[src/design/particle_aggregation_step_assert.svh]
// assertion macros for the particle aggregation step block
// used by the top level only, no other dependencies
`ifndef PARTICLE_AGGREGATION_STEP_ASSERT_SVH
`define PARTICLE_AGGREGATION_STEP_ASSERT_SVH

// same-cycle implication
`define PAS_ASSERT_IMPL(lbl, ck, rn, ante, cons) \
    lbl: assert property (@(posedge ck) disable iff (!rn) (ante) |-> (cons)) \
        else $error("pas assertion failed");

// next-cycle implication
`define PAS_ASSERT_NEXT(lbl, ck, rn, ante, cons) \
    lbl: assert property (@(posedge ck) disable iff (!rn) (ante) |=> (cons)) \
        else $error("pas assertion failed");

`endif

[src/design/pas_pkg.sv]
// shared types, widths and helpers for the particle aggregation step block
// no dependencies
`default_nettype none

package pas_pkg;

    localparam int MAX_PARTICLES = 256;
    localparam int IDX_W         = $clog2(MAX_PARTICLES);
    localparam int CNT_W         = IDX_W + 2;
    localparam int Q_W           = 20;
    localparam int R_W           = 19;
    localparam int NOISE_W       = 7;
    localparam int DIFF_W        = Q_W + 1;
    localparam int SQ_W          = 2 * Q_W + 1;
    localparam int D2_W          = SQ_W + 2;
    localparam int ROOT_W        = (D2_W + 1) / 2;
    localparam int PROD_W        = DIFF_W + 16;
    localparam int SAT_W         = 40;
    localparam int CFG_IDX_W     = 3;
    localparam int CFG_DATA_W    = 19;

    localparam logic [18:0] RST_RANGE    = 19'd9830;
    localparam logic [15:0] RST_FORCE    = 16'd33;
    localparam logic [11:0] RST_BSTEP    = 12'd66;
    localparam logic [15:0] RST_GROW     = 16'd328;
    localparam logic [17:0] RST_BOUND    = 18'd65536;
    localparam logic [15:0] RST_FREE_RAD = 16'd1311;
    localparam logic [15:0] RST_SEED_RAD = 16'd2621;

    typedef enum logic {
        CMD_LOAD = 1'b0,
        CMD_STEP = 1'b1
    } cmd_t;

    typedef enum logic [CFG_IDX_W-1:0] {
        REG_RANGE    = 3'd0,
        REG_FORCE    = 3'd1,
        REG_BSTEP    = 3'd2,
        REG_GROW     = 3'd3,
        REG_BOUND    = 3'd4,
        REG_FREE_RAD = 3'd5,
        REG_SEED_RAD = 3'd6
    } cfg_reg_t;

    typedef enum logic [3:0] {
        S_IDLE,
        S_KICK,
        S_MOVE,
        S_SCAN,
        S_RANGE,
        S_RAD,
        S_ATT,
        S_SQRT,
        S_MUL,
        S_DGO,
        S_DIV,
        S_ACC,
        S_FIN
    } state_t;

    // clamp a wide signed value to the q4.16 range
    function automatic logic signed [Q_W-1:0] sat_q(input logic signed [SAT_W-1:0] v);
        logic signed [SAT_W-1:0] hi;
        logic signed [SAT_W-1:0] lo;
        hi = SAT_W'((1 <<< (Q_W - 1)) - 1);
        lo = -SAT_W'(1 <<< (Q_W - 1));
        if (v > hi)
            return hi[Q_W-1:0];
        else if (v < lo)
            return lo[Q_W-1:0];
        else
            return v[Q_W-1:0];
    endfunction

endpackage

`default_nettype wire

[src/design/pas_div.sv]
// restoring unsigned divider, one quotient bit per cycle
// uses pas_pkg widths
`default_nettype none

module pas_div (
    input  wire logic                           clk,
    input  wire logic                           rst_n,
    input  wire logic                           start,
    input  wire logic [pas_pkg::PROD_W-1:0]     dividend,
    input  wire logic [pas_pkg::ROOT_W-1:0]     divisor,
    output logic                                done,
    output logic      [pas_pkg::PROD_W-1:0]     quotient
);

    localparam int REM_W = pas_pkg::ROOT_W + 1;
    localparam int CNT_W = $clog2(pas_pkg::PROD_W);

    logic                         run_reg;
    logic                         done_reg;
    logic [CNT_W-1:0]             cnt_reg;
    logic [pas_pkg::PROD_W-1:0]   nq_reg;
    logic [REM_W-1:0]             rem_reg;
    logic [pas_pkg::ROOT_W-1:0]   den_reg;

    logic [REM_W-1:0]             rem_shift;
    logic                         fits;

    always_comb
    begin
        rem_shift = {rem_reg[REM_W-2:0], nq_reg[pas_pkg::PROD_W-1]};
        fits      = rem_shift >= REM_W'(den_reg);
    end

    always_ff @(posedge clk or negedge rst_n)
    begin
        if (!rst_n)
        begin
            run_reg  <= 1'b0;
            done_reg <= 1'b0;
            cnt_reg  <= '0;
        end
        else
        begin
            done_reg <= 1'b0;
            if (start)
            begin
                run_reg <= 1'b1;
                cnt_reg <= CNT_W'(pas_pkg::PROD_W - 1);
            end
            else if (run_reg)
            begin
                if (cnt_reg == '0)
                begin
                    run_reg  <= 1'b0;
                    done_reg <= 1'b1;
                end
                else
                begin
                    cnt_reg <= cnt_reg - 1'b1;
                end
            end
        end
    end

    // dividend bits leave at the top while quotient bits enter at the bottom
    always_ff @(posedge clk)
    begin
        if (start)
        begin
            nq_reg  <= dividend;
            rem_reg <= '0;
            den_reg <= divisor;
        end
        else if (run_reg)
        begin
            nq_reg  <= {nq_reg[pas_pkg::PROD_W-2:0], fits};
            rem_reg <= fits ? rem_shift - REM_W'(den_reg) : rem_shift;
        end
    end

    assign done     = done_reg;
    assign quotient = nq_reg;

endmodule

`default_nettype wire

[config.mk]
export PLATFORM = sky130hd
export DESIGN_NAME = pas_div
export DESIGN_NICKNAME = d
export VERILOG_FILES = /design/src/design/particle_aggregation_step_assert.svh /design/src/design/pas_pkg.sv /design/src/design/pas_div.sv
export SDC_FILE = /design/constraint.sdc
export NUM_CORES = 1
export LEC_CHECK = 0
export BUFFER_PORTS_ARGS = -buffer_cell sky130_fd_sc_hd__buf_2
export CAP_MARGIN = 20
export CORE_AREA = 2 2 99 101
export DETAILED_ROUTE_END_ITERATION = 8
export DIE_AREA = 0 0 101 103
export PLACE_DENSITY = 0.78
export SYNTH_ARGS = -nofsm -noshare
export SYNTH_HDL_FRONTEND = slang
export SYNTH_SLANG_ARGS = --single-unit
[constraint.sdc]
create_clock -name clk -period 5.2 [get_ports clk]
set_clock_uncertainty 0.05 [all_clocks]
set_input_delay 0.78 -clock clk [delete_from_list [all_inputs] [get_ports clk]]
set_output_delay 0.78 -clock clk [all_outputs]
set_load 0.03 [all_outputs]
# [Word-level counts from Yosys, hierarchy flattened]
# Cells that the tools add are included.
[op_classes] add_sub_neg=2 mul=0 div_mod_pow=0 magnitude_cmp=1 eq_ne=1 shift=0 muxes=12 n_bitwise=0 n_reduce_logical=3
[op_table] cell="37-bit 2-to-1 mux" n=2
[op_table] cell="23-bit by 22-bit greater-or-equal comparator with 1-bit output" n=1
[op_table] cell="22-bit 2-to-1 mux" n=1
[op_table] cell="22-bit subtractor" n=1
[op_table] cell="6-bit 2-to-1 mux" n=3
[op_table] cell="6-bit logical NOT" n=1
[op_table] cell="1-bit 2-to-1 mux" n=6
[op_table] cell="6-bit by 1-bit subtractor with 6-bit output (second input constant)" n=1
[op_table] cell="2-bit inequality test (second input constant)" n=1
[op_table] cell="2-bit AND reduction" n=1
[op_table] cell="2-bit nonzero test" n=1
[word_totals] register_bits=89 latchBits=0 ramBits=0 mem_bits_ro=0 inputBits=62 out_inout_bits=38 word_cells=25 n_memories=0

# [Depth between registers and ports, before layout]
[logic_depth] depth_word=4 ltp_mapped=11 depth_no_buf=10

# [Least setup slack after synthesis]
# OpenSTA, ideal clock, no wires.
[synth_path] path_type="reg2reg" from="register nq_reg (netlist bit quotient[36])" to="register rem_reg[18]" setup_ns=0.088 arrival_time_ns=2.452 required_ns=5.062 path_slack_ns=2.610 stages_incl_launch_ff=11 path_buffers=0 synth_period_minus_slack_ns=2.590 cell_sequence="edfxtp_1 > inv_1 > ha_1 > fa_1 > nand2b_1 > a211oi_2 > nor2_1 > o211ai_2 > mux2i_1 > a211o_1 > a311oi_2"
[synth_via] elab_chain_cells=2 word_cells_on_any_way=3 cone_classes="add/sub (1); order compare (1); mux (1)"
[synth_lines] item="from (decl)" line_no="pas_div.sv:21" rtl="logic [pas_pkg::PROD_W-1:0] nq_reg;"
[synth_lines] item="from (signal assigned)" line_no="pas_div.sv:70" rtl="nq_reg <= dividend;"
[synth_lines] item="from (signal assigned)" line_no="pas_div.sv:76" rtl="nq_reg <= {nq_reg[pas_pkg::PROD_W-2:0], fits};"
[synth_lines] item="22-bit subtractor / 23-bit by 22-bit greater-or-equal comparator with 1-bit output (equally long branches)" line_no="pas_div.sv:77, pas_div.sv:31"
[synth_lines] item="22-bit 2-to-1 mux *" line_no="pas_div.sv:77" rtl="rem_reg <= fits ? rem_shift - REM_W'(den_reg) : rem_shift;"
[synth_lines] item="to (signal assigned)" line_no="pas_div.sv:77"
[synth_lines] item="to (decl)" line_no="pas_div.sv:22" rtl="logic [REM_W-1:0] rem_reg;"
# Mark *: on every way between the ends. The rest lies on a longest branch, timed or not.
# A chain may end at the register's enable or synchronous reset.

# [Worst setup path after layout]
[layout_path] from="register den_reg[8] (netlist name)" to="register nq_reg (netlist bit quotient[0]) (data pin)"
[layout_via] elab_chain_cells=3
[layout_lines] item="from (decl)" line_no="pas_div.sv:23" rtl="logic [pas_pkg::ROOT_W-1:0] den_reg;"
[layout_lines] item="from (signal assigned)" line_no="pas_div.sv:72" rtl="den_reg <= divisor;"
[layout_lines] item="23-bit by 22-bit greater-or-equal comparator with 1-bit output" line_no="pas_div.sv:31" rtl="fits = rem_shift >= REM_W'(den_reg);"
[layout_lines] item="37-bit 2-to-1 mux" line_no="pas_div.sv:74" rtl="else if (run_reg)"
[layout_lines] item="37-bit 2-to-1 mux" line_no="pas_div.sv:68" rtl="if (start)"
# Every way passes these cells. The select of a mux whose other input is x is not followed.

==> run metrics <==
highest-delay cell along the critical path=o21bai_2; Synth Area in Simple Gates=~13%; CP bufs+invs=1; M3 GR Usage=under 10%; max reg flops=37; Yosys warning count=0; fin. max-slew vios=0; total clock sinks=approximately 90; first-pass GRT wire length=around 18000 microns; GR Util All Layers=around 23%; Die H=slightly above 100 microns; CP max FO=21; vias in the first global route=3817; post-synthesis mux area share=approximately 8.7%; final setup margin=2.04 ns; Arr. time, crit path=3.25 ns; Total Power=around 2.6 mW; CP top delay family=compound AO/OA/AOI/OAI gates; Final Hold Vio Count=0; Leakage=between 2 and 2.5 nW; Main synth FF type=edfxtp_1; diode count=0; Fmax=approximately 0.32 GHz; RSZ-0062 raised after global routing=false; # IOs=100; VDD IR max=roughly 250 uV; met2 GRT Util=around two fifths; largest net degree at the start of global routing=56; Core Rows=36; Mapped Cells=~460; drt total wl=around 11000 microns; PostCTS Resize Cnt=0; Root Buffer=clkbuf_8; period utilization=around 60%; DRT Pass-1 Iters=5; CP endpoint kind=flop; antenna viol nets, final=0; WL/cell=approximately 17 microns; initial antenna violation count=0; Post-Syn Area=roughly 5000 sq um; Max-cap violations=0; Initial Util=between 50% and 60%; Max-Slew Margin vs Limit=30.4%; IO Port Bufs=99; crit-path cells=inv_1, ha_1, a21oi_1, o21ai_0, nor3_2, a21oi_4, o21bai_2, nand2_1, mux2_2; TritonCTS buffer count=9; worst slew pin tran=around 1.0 ns; Worst path max stage delay=roughly 0.8 ns; clock-pin slew of the registers on the worst-case setup and hold paths=about 0.090 ns; hold_buf cts=0; post-synthesis adder-cell area fraction=6.41%; H-tree levels=3; total die area=10400 sq um; DR iter-0 viols=279; DPL Wire Length=7820 microns; part of the Yosys area used for sequential elements=about half; Synth Area per Inst=roughly 11 sq um; Final Critical Period=3.16 ns; final setup vio count=0; final core occ=just over 60%; Crit Path Class=reg -> reg; startpoint types=flop; DR DRC count=0; Distinct cells, synth=64; Synth Net Count=roughly 550; layout cells sized above 1=31.0%; postcts setup bufs=0; Die Wd=~100 microns; Clock Latency Late Sink=approximately 0.4 ns; Post-synth EDFFs=59; Max Root-Sink Buffers=2; pre-CTS WS=approximately 2.1 ns; grt total ovfl=0; CP required=~5.3 ns; core area=between 9000 and 10000 sq um; Synth Area in XOR/XNOR=between 2 and 3%; CTS tree=built; Placed Cells=652; Synth-to-Final Area Change=14.5%; post-synthesis compound-gate area fraction=about 16%; busiest layer in global routing=met2; largest family of logic cells by synthesized area=compound AO/OA/AOI/OAI gates; gpl congestion=0.897; post-synthesis sequential element count=~90; non-filler cells, final=roughly 670; Async SR Flop Fraction=between 8 and 9%; via count=slightly below 4k; Hold Path Class=in -> async; power per cell area=~450 nW/um^2; Vias/cell=approximately 6; final net count=between 600 and 700; Setup TNS Final=0 ns; status=finished, final reports clean; GR Layer Usage met1=27.9%
==> placed cells by master (no fill, tap or decap), types with 9 or more instances in the layout <==
cell      count
o21ai_0      12
nand2_1      29
xor2_1       13
ha_1         24
buf_2        99
edfxtp_1     59
dfxtp_1      22
o21ai_1      10
a311oi_1     10
nand3_1      18
clkbuf_8      9
inv_1        31
mux2_2       37
nor2_1       31
a21oi_1      18
==> final timing paths <==
check	start	endpoint	slack (ns)	depth (start not counted)
min in group clk	rem_reg[7]$_SDFFE_PP0P_	rem_reg[7]$_SDFFE_PP0P_	0.46	2
worst min register to register	rem_reg[7]$_SDFFE_PP0P_	rem_reg[7]$_SDFFE_PP0P_	0.46	2
worst max-delay path	den_reg[8]$_DFFE_PP_	quotient[0]$_DFFE_PP_	2.04	9
worst min-delay path	rst_n	cnt_reg[3]$_DFFE_PN0P_	0.16	1
worst max register to register	den_reg[8]$_DFFE_PP_	quotient[0]$_DFFE_PP_	2.04	9
max in group asynchronous	rst_n	done$_DFF_PN0_	4.78	1
==> metrics by stage <==
stage / hold WS (ns) / instance area (sq um)
3_5_place_dp: 0.446 / 5540
3_3_place_gp: 0.444 / 5540
4_1_cts: 0.154 / 5710
6_report: 0.162 / 5720
5_1_grt: 0.152 / 5720
2_1_floorplan: 0.414 / 5000
==> cells in the mapped netlist (2+ instances only) <==
library cell  count  area share (%)
buf_4             4            0.60
and3_1            8             1.0
nand3_1          18             1.8
clkbuf_1         11            0.83
xor2_1           13             2.3
edfxtp_1         59              35
dfrtp_1           8             4.0
o21bai_1          3            0.45
o21a_1            3            0.45
a31oi_1           4            0.50
buf_6             2            0.45
o211ai_1          8             1.2
nand2_2           2            0.25
o2111ai_1         3            0.53
xnor2_1           4            0.70
o21ai_2           2            0.35
a311oi_2          3            0.90
a41oi_1           2            0.35
a21oi_1          18             1.8
o21ai_0          12             1.2
a311oi_1         10             1.8
inv_1            31             2.3
buf_2             4            0.40
nor2_1           31             2.3
o21ai_1          10             1.0
a211oi_1          4            0.60
o22ai_1           2            0.25
or4_1             2            0.30
dfxtp_1          22             8.8
or3_1             4            0.50
mux2i_1           2            0.40
ha_1             24             6.0
nor2b_1           3            0.38
mux2_2           37             8.3
nor3_1            6            0.60
nor4_1            3            0.38
nand4_1           5            0.63
o32ai_1           2            0.35
nand2_1          29             2.2
o31ai_1           3            0.45
nand2b_1          6            0.75
nand3b_1          3            0.45
a211o_1           2            0.35
a21o_1            5            0.75
nor3_2            2            0.40
==> kinds of logic after synthesis <==
kind of cell,count (synthesis)
flip-flops,89
buffers and inverters,52
adder cells (fa/ha/maj),25
AO/OA/AOI/OAI,109
XOR/XNOR,17
multiplexers,39
AND/OR/NAND/NOR,127
==> routing by layer <==
layer  up-vias  wire, microns
li1       1899              -
met3        28            725
met5         -              0
met1      1878           4640
met4         0            247
met2       134           5680
==> area by class of cell <==
cell class	instances	area, sq um
Multi-Input combinational cell	317	2360
Timing Repair Buffer	102	526
Sequential cell	89	2410
Inverter	31	116
Clock buffer	10	128
Tap cell	114	143
Fill cell	801	3730
Clock inverter	6	43.8
==> worst register-to-register path, cell delays in order, from the launching register on <==
cell      delay (ns)
edfxtp_1        0.33
inv_1           0.04
ha_1            0.33
a21oi_1         0.22
o21ai_0         0.15
nor3_2          0.27
a21oi_4         0.13
o21bai_2        0.82
nand2_1         0.28
mux2_2          0.33
==> report_power, final <==
part | internal (mW) | switching (mW) | total (mW) | leakage [nW]
Combinational | 0.452 | 0.702 | 1.15 | 1.45
Sequential | 0.904 | 0.103 | 1.01 | 0.882
Clock | 0.175 | 0.264 | 0.439 | 0.0866
Total | 1.53 | 1.07 | 2.60 | 2.41
No activity file was read; power rests on OpenSTA's default activity.
