[src/design/particle_aggregation_step_assert.svh]
// assertion macros for the particle aggregation step block
// used by the top level only, no other dependencies
`ifndef PARTICLE_AGGREGATION_STEP_ASSERT_SVH
`define PARTICLE_AGGREGATION_STEP_ASSERT_SVH

// same-cycle implication
`define PAS_ASSERT_IMPL(lbl, ck, rn, ante, cons) \
    lbl: assert property (@(posedge ck) disable iff (!rn) (ante) |-> (cons)) \
        else $error("pas assertion failed");

// next-cycle implication
`define PAS_ASSERT_NEXT(lbl, ck, rn, ante, cons) \
    lbl: assert property (@(posedge ck) disable iff (!rn) (ante) |=> (cons)) \
        else $error("pas assertion failed");

`endif

[src/design/pas_pkg.sv]
// shared types, widths and helpers for the particle aggregation step block
// no dependencies
`default_nettype none

package pas_pkg;

    localparam int MAX_PARTICLES = 256;
    localparam int IDX_W         = $clog2(MAX_PARTICLES);
    localparam int CNT_W         = IDX_W + 2;
    localparam int Q_W           = 20;
    localparam int R_W           = 19;
    localparam int NOISE_W       = 7;
    localparam int DIFF_W        = Q_W + 1;
    localparam int SQ_W          = 2 * Q_W + 1;
    localparam int D2_W          = SQ_W + 2;
    localparam int ROOT_W        = (D2_W + 1) / 2;
    localparam int PROD_W        = DIFF_W + 16;
    localparam int SAT_W         = 40;
    localparam int CFG_IDX_W     = 3;
    localparam int CFG_DATA_W    = 19;

    localparam logic [18:0] RST_RANGE    = 19'd9830;
    localparam logic [15:0] RST_FORCE    = 16'd33;
    localparam logic [11:0] RST_BSTEP    = 12'd66;
    localparam logic [15:0] RST_GROW     = 16'd328;
    localparam logic [17:0] RST_BOUND    = 18'd65536;
    localparam logic [15:0] RST_FREE_RAD = 16'd1311;
    localparam logic [15:0] RST_SEED_RAD = 16'd2621;

    typedef enum logic {
        CMD_LOAD = 1'b0,
        CMD_STEP = 1'b1
    } cmd_t;

    typedef enum logic [CFG_IDX_W-1:0] {
        REG_RANGE    = 3'd0,
        REG_FORCE    = 3'd1,
        REG_BSTEP    = 3'd2,
        REG_GROW     = 3'd3,
        REG_BOUND    = 3'd4,
        REG_FREE_RAD = 3'd5,
        REG_SEED_RAD = 3'd6
    } cfg_reg_t;

    typedef enum logic [3:0] {
        S_IDLE,
        S_KICK,
        S_MOVE,
        S_SCAN,
        S_RANGE,
        S_RAD,
        S_ATT,
        S_SQRT,
        S_MUL,
        S_DGO,
        S_DIV,
        S_ACC,
        S_FIN
    } state_t;

    // clamp a wide signed value to the q4.16 range
    function automatic logic signed [Q_W-1:0] sat_q(input logic signed [SAT_W-1:0] v);
        logic signed [SAT_W-1:0] hi;
        logic signed [SAT_W-1:0] lo;
        hi = SAT_W'((1 <<< (Q_W - 1)) - 1);
        lo = -SAT_W'(1 <<< (Q_W - 1));
        if (v > hi)
            return hi[Q_W-1:0];
        else if (v < lo)
            return lo[Q_W-1:0];
        else
            return v[Q_W-1:0];
    endfunction

endpackage

`default_nettype wire

[src/design/pas_sqrt.sv]
// iterative floor square root, two radicand bits per cycle
// uses pas_pkg widths
`default_nettype none

module pas_sqrt (
    input  wire logic                           clk,
    input  wire logic                           rst_n,
    input  wire logic                           start,
    input  wire logic [pas_pkg::D2_W-1:0]       radicand,
    output logic                                done,
    output logic      [pas_pkg::ROOT_W-1:0]     root
);

    localparam int RAD_W = 2 * pas_pkg::ROOT_W;
    localparam int REM_W = pas_pkg::ROOT_W + 4;
    localparam int CNT_W = $clog2(pas_pkg::ROOT_W);

    logic                        run_reg;
    logic                        done_reg;
    logic [CNT_W-1:0]            cnt_reg;
    logic [RAD_W-1:0]            rad_reg;
    logic [REM_W-1:0]            rem_reg;
    logic [pas_pkg::ROOT_W-1:0]  root_reg;

    logic [REM_W-1:0]            rem_shift;
    logic [REM_W-1:0]            trial;

    always_comb
    begin
        rem_shift = {rem_reg[REM_W-3:0], rad_reg[RAD_W-1 -: 2]};
        trial     = REM_W'({root_reg, 2'b01});
    end

    always_ff @(posedge clk or negedge rst_n)
    begin
        if (!rst_n)
        begin
            run_reg  <= 1'b0;
            done_reg <= 1'b0;
            cnt_reg  <= '0;
        end
        else
        begin
            done_reg <= 1'b0;
            if (start)
            begin
                run_reg <= 1'b1;
                cnt_reg <= CNT_W'(pas_pkg::ROOT_W - 1);
            end
            else if (run_reg)
            begin
                if (cnt_reg == '0)
                begin
                    run_reg  <= 1'b0;
                    done_reg <= 1'b1;
                end
                else
                begin
                    cnt_reg <= cnt_reg - 1'b1;
                end
            end
        end
    end

    always_ff @(posedge clk)
    begin
        if (start)
        begin
            rad_reg  <= RAD_W'(radicand);
            rem_reg  <= '0;
            root_reg <= '0;
        end
        else if (run_reg)
        begin
            rad_reg <= rad_reg << 2;
            if (rem_shift >= trial)
            begin
                rem_reg  <= rem_shift - trial;
                root_reg <= {root_reg[pas_pkg::ROOT_W-2:0], 1'b1};
            end
            else
            begin
                rem_reg  <= rem_shift;
                root_reg <= {root_reg[pas_pkg::ROOT_W-2:0], 1'b0};
            end
        end
    end

    assign done = done_reg;
    assign root = root_reg;

endmodule

`default_nettype wire

[config.mk]
export PLATFORM = sky130hd
export DESIGN_NAME = pas_sqrt
export DESIGN_NICKNAME = d
export VERILOG_FILES = /design/src/design/particle_aggregation_step_assert.svh /design/src/design/pas_pkg.sv /design/src/design/pas_sqrt.sv
export SDC_FILE = /design/constraint.sdc
export NUM_CORES = 1
export LEC_CHECK = 0
export BUFFER_PORTS_ARGS = -buffer_cell sky130_fd_sc_hd__buf_2
export CORE_ASPECT_RATIO = 1.2
export CORE_UTILIZATION = 30
export DETAILED_ROUTE_END_ITERATION = 12
export GPL_TIMING_DRIVEN = 0
export PLACE_DENSITY = 0.43
export SYNTH_ARGS = -nofsm -noshare
export SYNTH_HDL_FRONTEND = slang
export SYNTH_SLANG_ARGS = --single-unit
[constraint.sdc]
create_clock -name clk -period 6.3 [get_ports clk]
set_input_delay 1.26 -clock clk [delete_from_list [all_inputs] [get_ports clk]]
set_output_delay 1.26 -clock clk [all_outputs]
set_load 0.005 [all_outputs]
==> Yosys cells after proc, flatten, opt, wreduce, memory -nomap -nowiden <==
Cells that the tools add are included.
W data, S select, Z words.
{ "totals": {"regBits": 97, "in_bits": 46} }
{ "op_classes": {"mux": 13, "eq_ne": 1, "addsub": 2, "magnitude_cmp": 1, "n_reduce_logical": 3} }
{ "ops": {"columns": ["operator", "count"], "rows": [
  ["$mux W43", 2],
  ["$ge A26 B24 Y1", 1],
  ["$mux W24", 1],
  ["$sub A24 B24 Y24", 1],
  ["$mux W5", 3],
  ["$mux W1", 7],
  ["$logic_not A5 Y1", 1],
  ["$sub A5 B1 Y5 const B", 1],
  ["$ne A2 B2 Y1 const B", 1],
  ["$reduce_and A2 Y1", 1],
  ["$reduce_bool A2 Y1", 1]
]} }

==> Logic depth before layout (Yosys ltp) <==
Gate-level depths: netlist of run 1.
{ "depth": {"word_depth": 4, "depth_mapped": 12} }

==> Worst setup path before layout of run 1 <==
No wires, ideal clock.
{ "synth_path": {"path_kind": "input to register", "startpoint": "input start", "endpoint": "register rad_reg[0] (enable)", "setup_slack_ns": 3.137, "t_arrival_ns": 2.766, "path_stages": 4, "path_buffers": 2, "setup_time_ns": 0.397, "cell_sequence": "clkbuf_1 -> nor2_1 -> clkbuf_1 -> inv_1"} }
{ "synth_between": {"elab_chain_cells": 1} }
{ "synth_lines": {"columns": ["element", "line_no", "rtl"], "rows": [
  ["start, declared", "pas_sqrt.sv:8", "input wire logic start,"],
  ["$reduce_bool A2 Y1 (no source line)", null, null],
  ["end signal, assigned", "pas_sqrt.sv:69", "rad_reg <= RAD_W'(radicand);"],
  ["end signal, assigned", "pas_sqrt.sv:75", "rad_reg <= rad_reg << 2;"],
  ["end, declared", "pas_sqrt.sv:21", "logic [RAD_W-1:0] rad_reg;"]
]} }
No other way between the ends.
A chain may end at the register's enable or synchronous reset.

==> Final worst setup path of run 1 <==
{ "layout_path": {"startpoint": "input start", "endpoint": "register rad_reg[4] (enable)"} }
The elaborated chain is that of the path after synthesis.

==> results of run 1 <==
## cells in the mapped netlist, drive strengths merged, types with 2 or more instances
| master | count | area, sq um |
|---|---|---|
| a32oi | 4 | 35.0 |
| clkbuf | 19 | 71.3 |
| nor3b | 2 | 15.0 |
| o21bai | 2 | 15.0 |
| dfrtp | 7 | 175 |
| o21ai | 22 | 110 |
| nand2 | 31 | 116 |
| o211ai | 5 | 37.5 |
| nand3 | 16 | 80.1 |
| o21a | 6 | 45.0 |
| nand3b | 2 | 15.0 |
| a211oi | 8 | 60.1 |
| o311ai | 3 | 26.3 |
| buf | 3 | 17.5 |
| mux2i | 34 | 340 |
| a21oi | 18 | 90.1 |
| or4b | 2 | 20.0 |
| mux2 | 42 | 473 |
| o31ai | 3 | 22.5 |
| inv | 34 | 128 |
| nor2 | 47 | 179 |
| xor2 | 9 | 78.8 |
| or3 | 4 | 25.0 |
| nand4 | 3 | 18.8 |
| ha | 26 | 325 |
| nand2b | 5 | 31.3 |
| a21o | 4 | 30.0 |
| o22ai | 3 | 18.8 |
| xnor2 | 14 | 123 |
| and2 | 3 | 18.8 |
| nor3 | 6 | 30.0 |
| a31oi | 3 | 18.8 |
| edfxtp | 43 | 1290 |
| a211o | 4 | 35.0 |
| dfxtp | 47 | 941 |
## cell type report
cell class | instances | area, sq um
buffer | 22 | 88.8
clock buffer | 9 | 225
clock inverter | 7 | 90.1
fill | 1704 | 10800
inverter | 34 | 128
multi-input combinational | 342 | 2540
sequential | 97 | 2410
tap | 216 | 270
timing repair buffer | 68 | 340
## stage by stage
step / utilization (%) / instance area (sq um) / hold slack, ns / power (mW)
2_1_floorplan: - / 5170 / 0.444 / 1.76
3_3_place_gp: 34.3 / 5780 / 0.460 / 2.03
3_5_place_dp: 34.3 / 5780 / 0.469 / 2.04
4_1_cts: 36.2 / 6090 / 0.479 / 2.64
5_1_grt: 36.2 / 6090 / 0.516 / 2.80
6_report: 36.2 / 6090 / 0.475 / 2.61
## worst max path at each step
stage | from | to | slack (ns)
after floorplan | start | rad_reg[0] | 3.14
after detailed placement | start | rad_reg[34] | 2.43
after global routing | start | rad_reg[2] | 2.71
after global placement | start | rad_reg[3] | 1.93
final | start | rad_reg[4] | 2.87
after CTS | start | rad_reg[8] | 2.81
## power by group through the flow
stage / clock (mW) / combinational, mW / sequential [mW]
after detailed placement: 0 / 1.20 / 0.840
final: 0.583 / 1.20 / 0.826
after floorplan: 0 / 0.938 / 0.819
after CTS: 0.605 / 1.20 / 0.827
after global routing: 0.629 / 1.34 / 0.839
after global placement: 0 / 1.19 / 0.838
## routing by layer
layer,routed length (um),GRT usage (%),share of wire (%)
met3,628,4.15,5.0
met5,0,0,0
met2,6320,25.1,51
met1,5440,18.2,43
met4,124,5.12,0.99
## worst max-delay path, stage by stage
cell,delay [ns]
buf_2,0.12
clkbuf_1,0.23
nor2_1,0.60
clkbuf_1,0.60
inv_2,0.56
## cells by family after synthesis
| logic type | share of synthesized area, % |
|---|---|
| xor gates and xnor gates | 3.90 |
| muxes | 15.7 |
| buffers and inverters | 4.19 |
| and+or+nand+nor | 11.5 |
| adders and majority gates | 6.30 |
| DFF | 46.6 |
| AOI/OAI and AO/OA | 11.8 |
==> results.cfg, run 1 <==
[floorplanning]
initial_core_util_pct = 30.7
io_pins = 69
std_cell_rows = 52
die_y_um = 146
die_w_um = 122
coreArea_sq_um = 16900
die-area_sq_um = 17800

[synth]
netlist_area_sq_um = 5170
synth-edff-count = 43
synth_nets = 567
synth_flop_cell = dfxtp_1
ys_warn_count = 0
synth.distinct_cells = 50
async_flop_share_pct = 7.22
synth_cells = 495
yosysSeqAreaShare_pct = 46.6
synth_seq_cells = 97
avgSynthCellArea_sq_um = 10.4

[setup_path]
reg2reg_depth = 11
rrSetupSlack_ns = 3.09
startpoint_type = input port
worstPathArrival_ns = 3.39
worst-setup-path-type = input port to register
rr_startpoint = root[11]
r2r_end = rem_reg[16]
worst-path-max-fanout = 43
required_ns = 6.26
crit_path_end_kind = register

[place]
dp_hpwl_mm = 9.10
numPortBuffers = 68
post-place-ws_ns = 2.43
place.gp.congestion = 0.812
placed_cells = 779

[route]
routed_wl_mm = 12.5
num_vias = 3897
vias_per_cell = 4.90
routedWlPerCell_um = 15.7
ant_nets = 0
dr.pass1.iters = 4
remaining_drc_errors = 0
drt_iter0_drc = 159

[pwr]
switching_share_pct = 38.3
switchingPower_mw = 1.00
internal-power_mw = 1.61
powerDensity_nw_per_um2 = 429
max-vdd-ir-drop_v = 0.000224
clockPowerShare_pct = 22.3
power_frac_comb_pct = 46.1
p_leak_nw = 2.61
seqPwrFrac_pct = 31.6

[finish]
final_cell_mix = buf_2 (70), dfxtp_1 (47), nor2_1 (46), edfxtp_1 (43), mux2_2 (42)
antenna_cells = 0
final_common_cell = buf_2
drive_above_1_share_pct = 23.0
syn2layout_area_growth_pct = 17.9
largest_register_ffs = 44
finalNonFillerCells = 795
layout.nets = 646

[sta]
rsz0062_at_grt = false
drv_slew = 0
tns_ns = 0
min_period_ns = 3.43
fin_ws_ns = 2.87
max_freq_ghz = 0.291
hold_viol_final = 0
finalSetupViolations = 0
period_share_pct = 54.5
skew_ns = 0.00672
max_slew_margin_pct = 39.4
worst_pin_slew_ns = 0.908

[clock_tree]
post_cts_buffers = 0
clock_latency_ns = 0.35
clk_pin_slew_ns = 0.07
cts_tree = yes
cts_root_buf = clkbuf_16
cts_resized = 0
cts_sinks = 97
numCtsBuffers = 9
cts_max_level = 3
cts_buffer_depth = 2
hold_buffers = 0

[min_path]
holdPathStages = 2
hold_class = register to register
hold_end = rem_reg[7]
hold_start = rem_reg[7]

[grt]
grt_pass1_wl_mm = 20.3
grt_max_degree = 44
antenna_found_initial = 0
track_usage_pct = 15.0
grt_overflow_total = 0
grt_pass1_vias = 3966

[outcome]
status = finished, final reports clean

[job]
max-cap-violations = 0
Note: power is estimated with default switching activity, not from simulation.
==> run 2, diff against run 1 <==
- clock period: 6.3 -> 3.4 ns (I/O delays scaled with it)
==> results.cfg, run 2 (synthesized netlist as in run 1, its figures left out) <==
[pwr]
p_leak_nw = 2.62
powerDensity_nw_per_um2 = 797
switching_share_pct = 38.3
fin_total_pwr_mw = 4.86
switchingPower_mw = 1.86
max-vdd-ir-drop_v = 0.000427
power_frac_comb_pct = 46.3
internal-power_mw = 3.00
seqPwrFrac_pct = 31.5
clockPowerShare_pct = 22.2

[grt]
grt_max_degree = 44
grt_pass1_wl_mm = 20.3
track_usage_pct = 15.0
grt_pass1_vias = 3966
antenna_found_initial = 0
grt_overflow_total = 0

[setup_path]
worst-path-max-fanout = 10
worst-setup-path-type = register to register
crit_path_end_kind = register
rrSetupSlack_ns = 0.23
worstPathArrival_ns = 3.37
reg2reg_depth = 11
required_ns = 3.60
r2r_end = rem_reg[16]
rr_startpoint = root[11]
startpoint_type = register

[place]
post-place-ws_ns = 0.109
placed_area_sq_um = 5780
place.gp.congestion = 0.812
numPortBuffers = 68
dp_hpwl_mm = 9.10

[finish]
fin_util_pct = 36.2
syn2layout_area_growth_pct = 18.1
design_area_sq_um = 6100
layout.nets = 646
drive_above_1_share_pct = 23.3
final_common_cell = buf_2
antenna_cells = 0
num-fill-cells = 1702
final_cell_mix = buf_2 (69), dfxtp_1 (47), nor2_1 (46), edfxtp_1 (43), mux2_2 (42)
largest_register_ffs = 44

[sta]
finalSetupViolations = 0
max_slew_margin_pct = 39.6
rsz0062_at_grt = false
skew_ns = 0.00543
drv_slew = 0
worst_pin_slew_ns = 0.905
fin_ws_ns = 0.231
hold_viol_final = 0
max_freq_ghz = 0.316
tns_ns = 0
period_share_pct = 93.2
min_period_ns = 3.17

[floorplanning]
std_cell_rows = 52
die-area_sq_um = 17800
die_y_um = 146
io_pins = 69
initial_core_util_pct = 30.7
coreArea_sq_um = 16900
die_w_um = 122

[clock_tree]
clk_pin_slew_ns = 0.08
cts_max_level = 3
numCtsBuffers = 9
clock_latency_ns = 0.35
cts_sinks = 97
cts_root_buf = clkbuf_16
cts_tree = yes
cts_buffer_depth = 2
hold_buffers = 0

[route]
ant_nets = 0
drt_iter0_drc = 179
routedWlPerCell_um = 15.8
routed_wl_mm = 12.6
remaining_drc_errors = 0
num_vias = 3887
dr.pass1.iters = 4
vias_per_cell = 4.89

[outcome]
status = finished, final reports clean

[min_path]
hold_class = input port to async pin

[job]
max-cap-violations = 0
run 2: cell count changes in the layout (fill, tap and decap cells not counted), sizes merged:
| cell | change |
|---|---|
| buf | -1 |
| clkbuf | +1 |
run 2: through the flow:
stage          std cells  hold WS [ns]
2_1_floorplan        495         0.384
3_3_place_gp         779         0.460
3_5_place_dp         779         0.469
4_1_cts              795         0.135
5_1_grt              795         0.141
6_report             795         0.147
run 2: cell type report:
| type | instances | area (sq um) | share of cell area [%] |
|---|---|---|---|
| multi-input combinational | 342 | 2550 | 41.8 |
| sequential | 97 | 2410 | 39.5 |
| timing repair buffer | 68 | 340 | 5.58 |
| tap | 216 | 270 | 4.43 |
| clock buffer | 9 | 225 | 3.69 |
| inverter | 34 | 128 | 2.09 |
| buffer | 22 | 92.6 | 1.52 |
| clock inverter | 7 | 90.1 | 1.48 |
run 2: how the worst max path moves through the flow:
stage / start / end / slack [ns] / cells past startpoint
6_report: root[11] / rem_reg[16] / 0.23 / 11
5_1_grt: root[11] / rem_reg[4] / 0.03 / 11
4_1_cts: root[11] / rem_reg[16] / 0.17 / 11
3_5_place_dp: start / rad_reg[38] / 0.11 / 5
3_3_place_gp: start / rad_reg[3] / -0.39 / 5
2_1_floorplan: root[1] / rem_reg[14] / 0.79 / 10
run 2: timing repair:
| item | CTS | global route |
|---|---|---|
| endpoints found under the setup margin | 0 | 12 |
| resized for setup | 0 | 4 |
| setup buffers | 0 | 0 |
run 2: worst max-delay path, stage by stage, from the launching register on:
cell       delay [ns]
dfxtp_1          0.37
inv_1            0.06
ha_1             0.37
a21oi_1          0.23
o22ai_1          0.13
a311o_1          0.37
a21oi_1          0.35
a2111oi_4        0.14
nor2_2           0.33
clkbuf_4         0.33
mux2i_1          0.25
o21ai_1          0.09
run 2: routing by layer:
layer,part of all wire [%],routed length [um],GRT usage [%],vias to the layer above
met5,0,0,0,-
met2,50,6320,25.1,65
met1,44,5570,18.2,1876
met3,4.4,551,4.15,6
met4,0.90,113,5.12,0
li1,-,-,-,1940
run 2: power by group through the flow:
stage                     clock, mW  sequential, mW  combinational, mW
after floorplan                   0            1.52               1.74
after global placement            0            1.55               2.20
after detailed placement          0            1.56               2.22
after CTS                      1.12            1.53               2.23
after global routing           1.17            1.56               2.50
final                          1.08            1.53               2.25
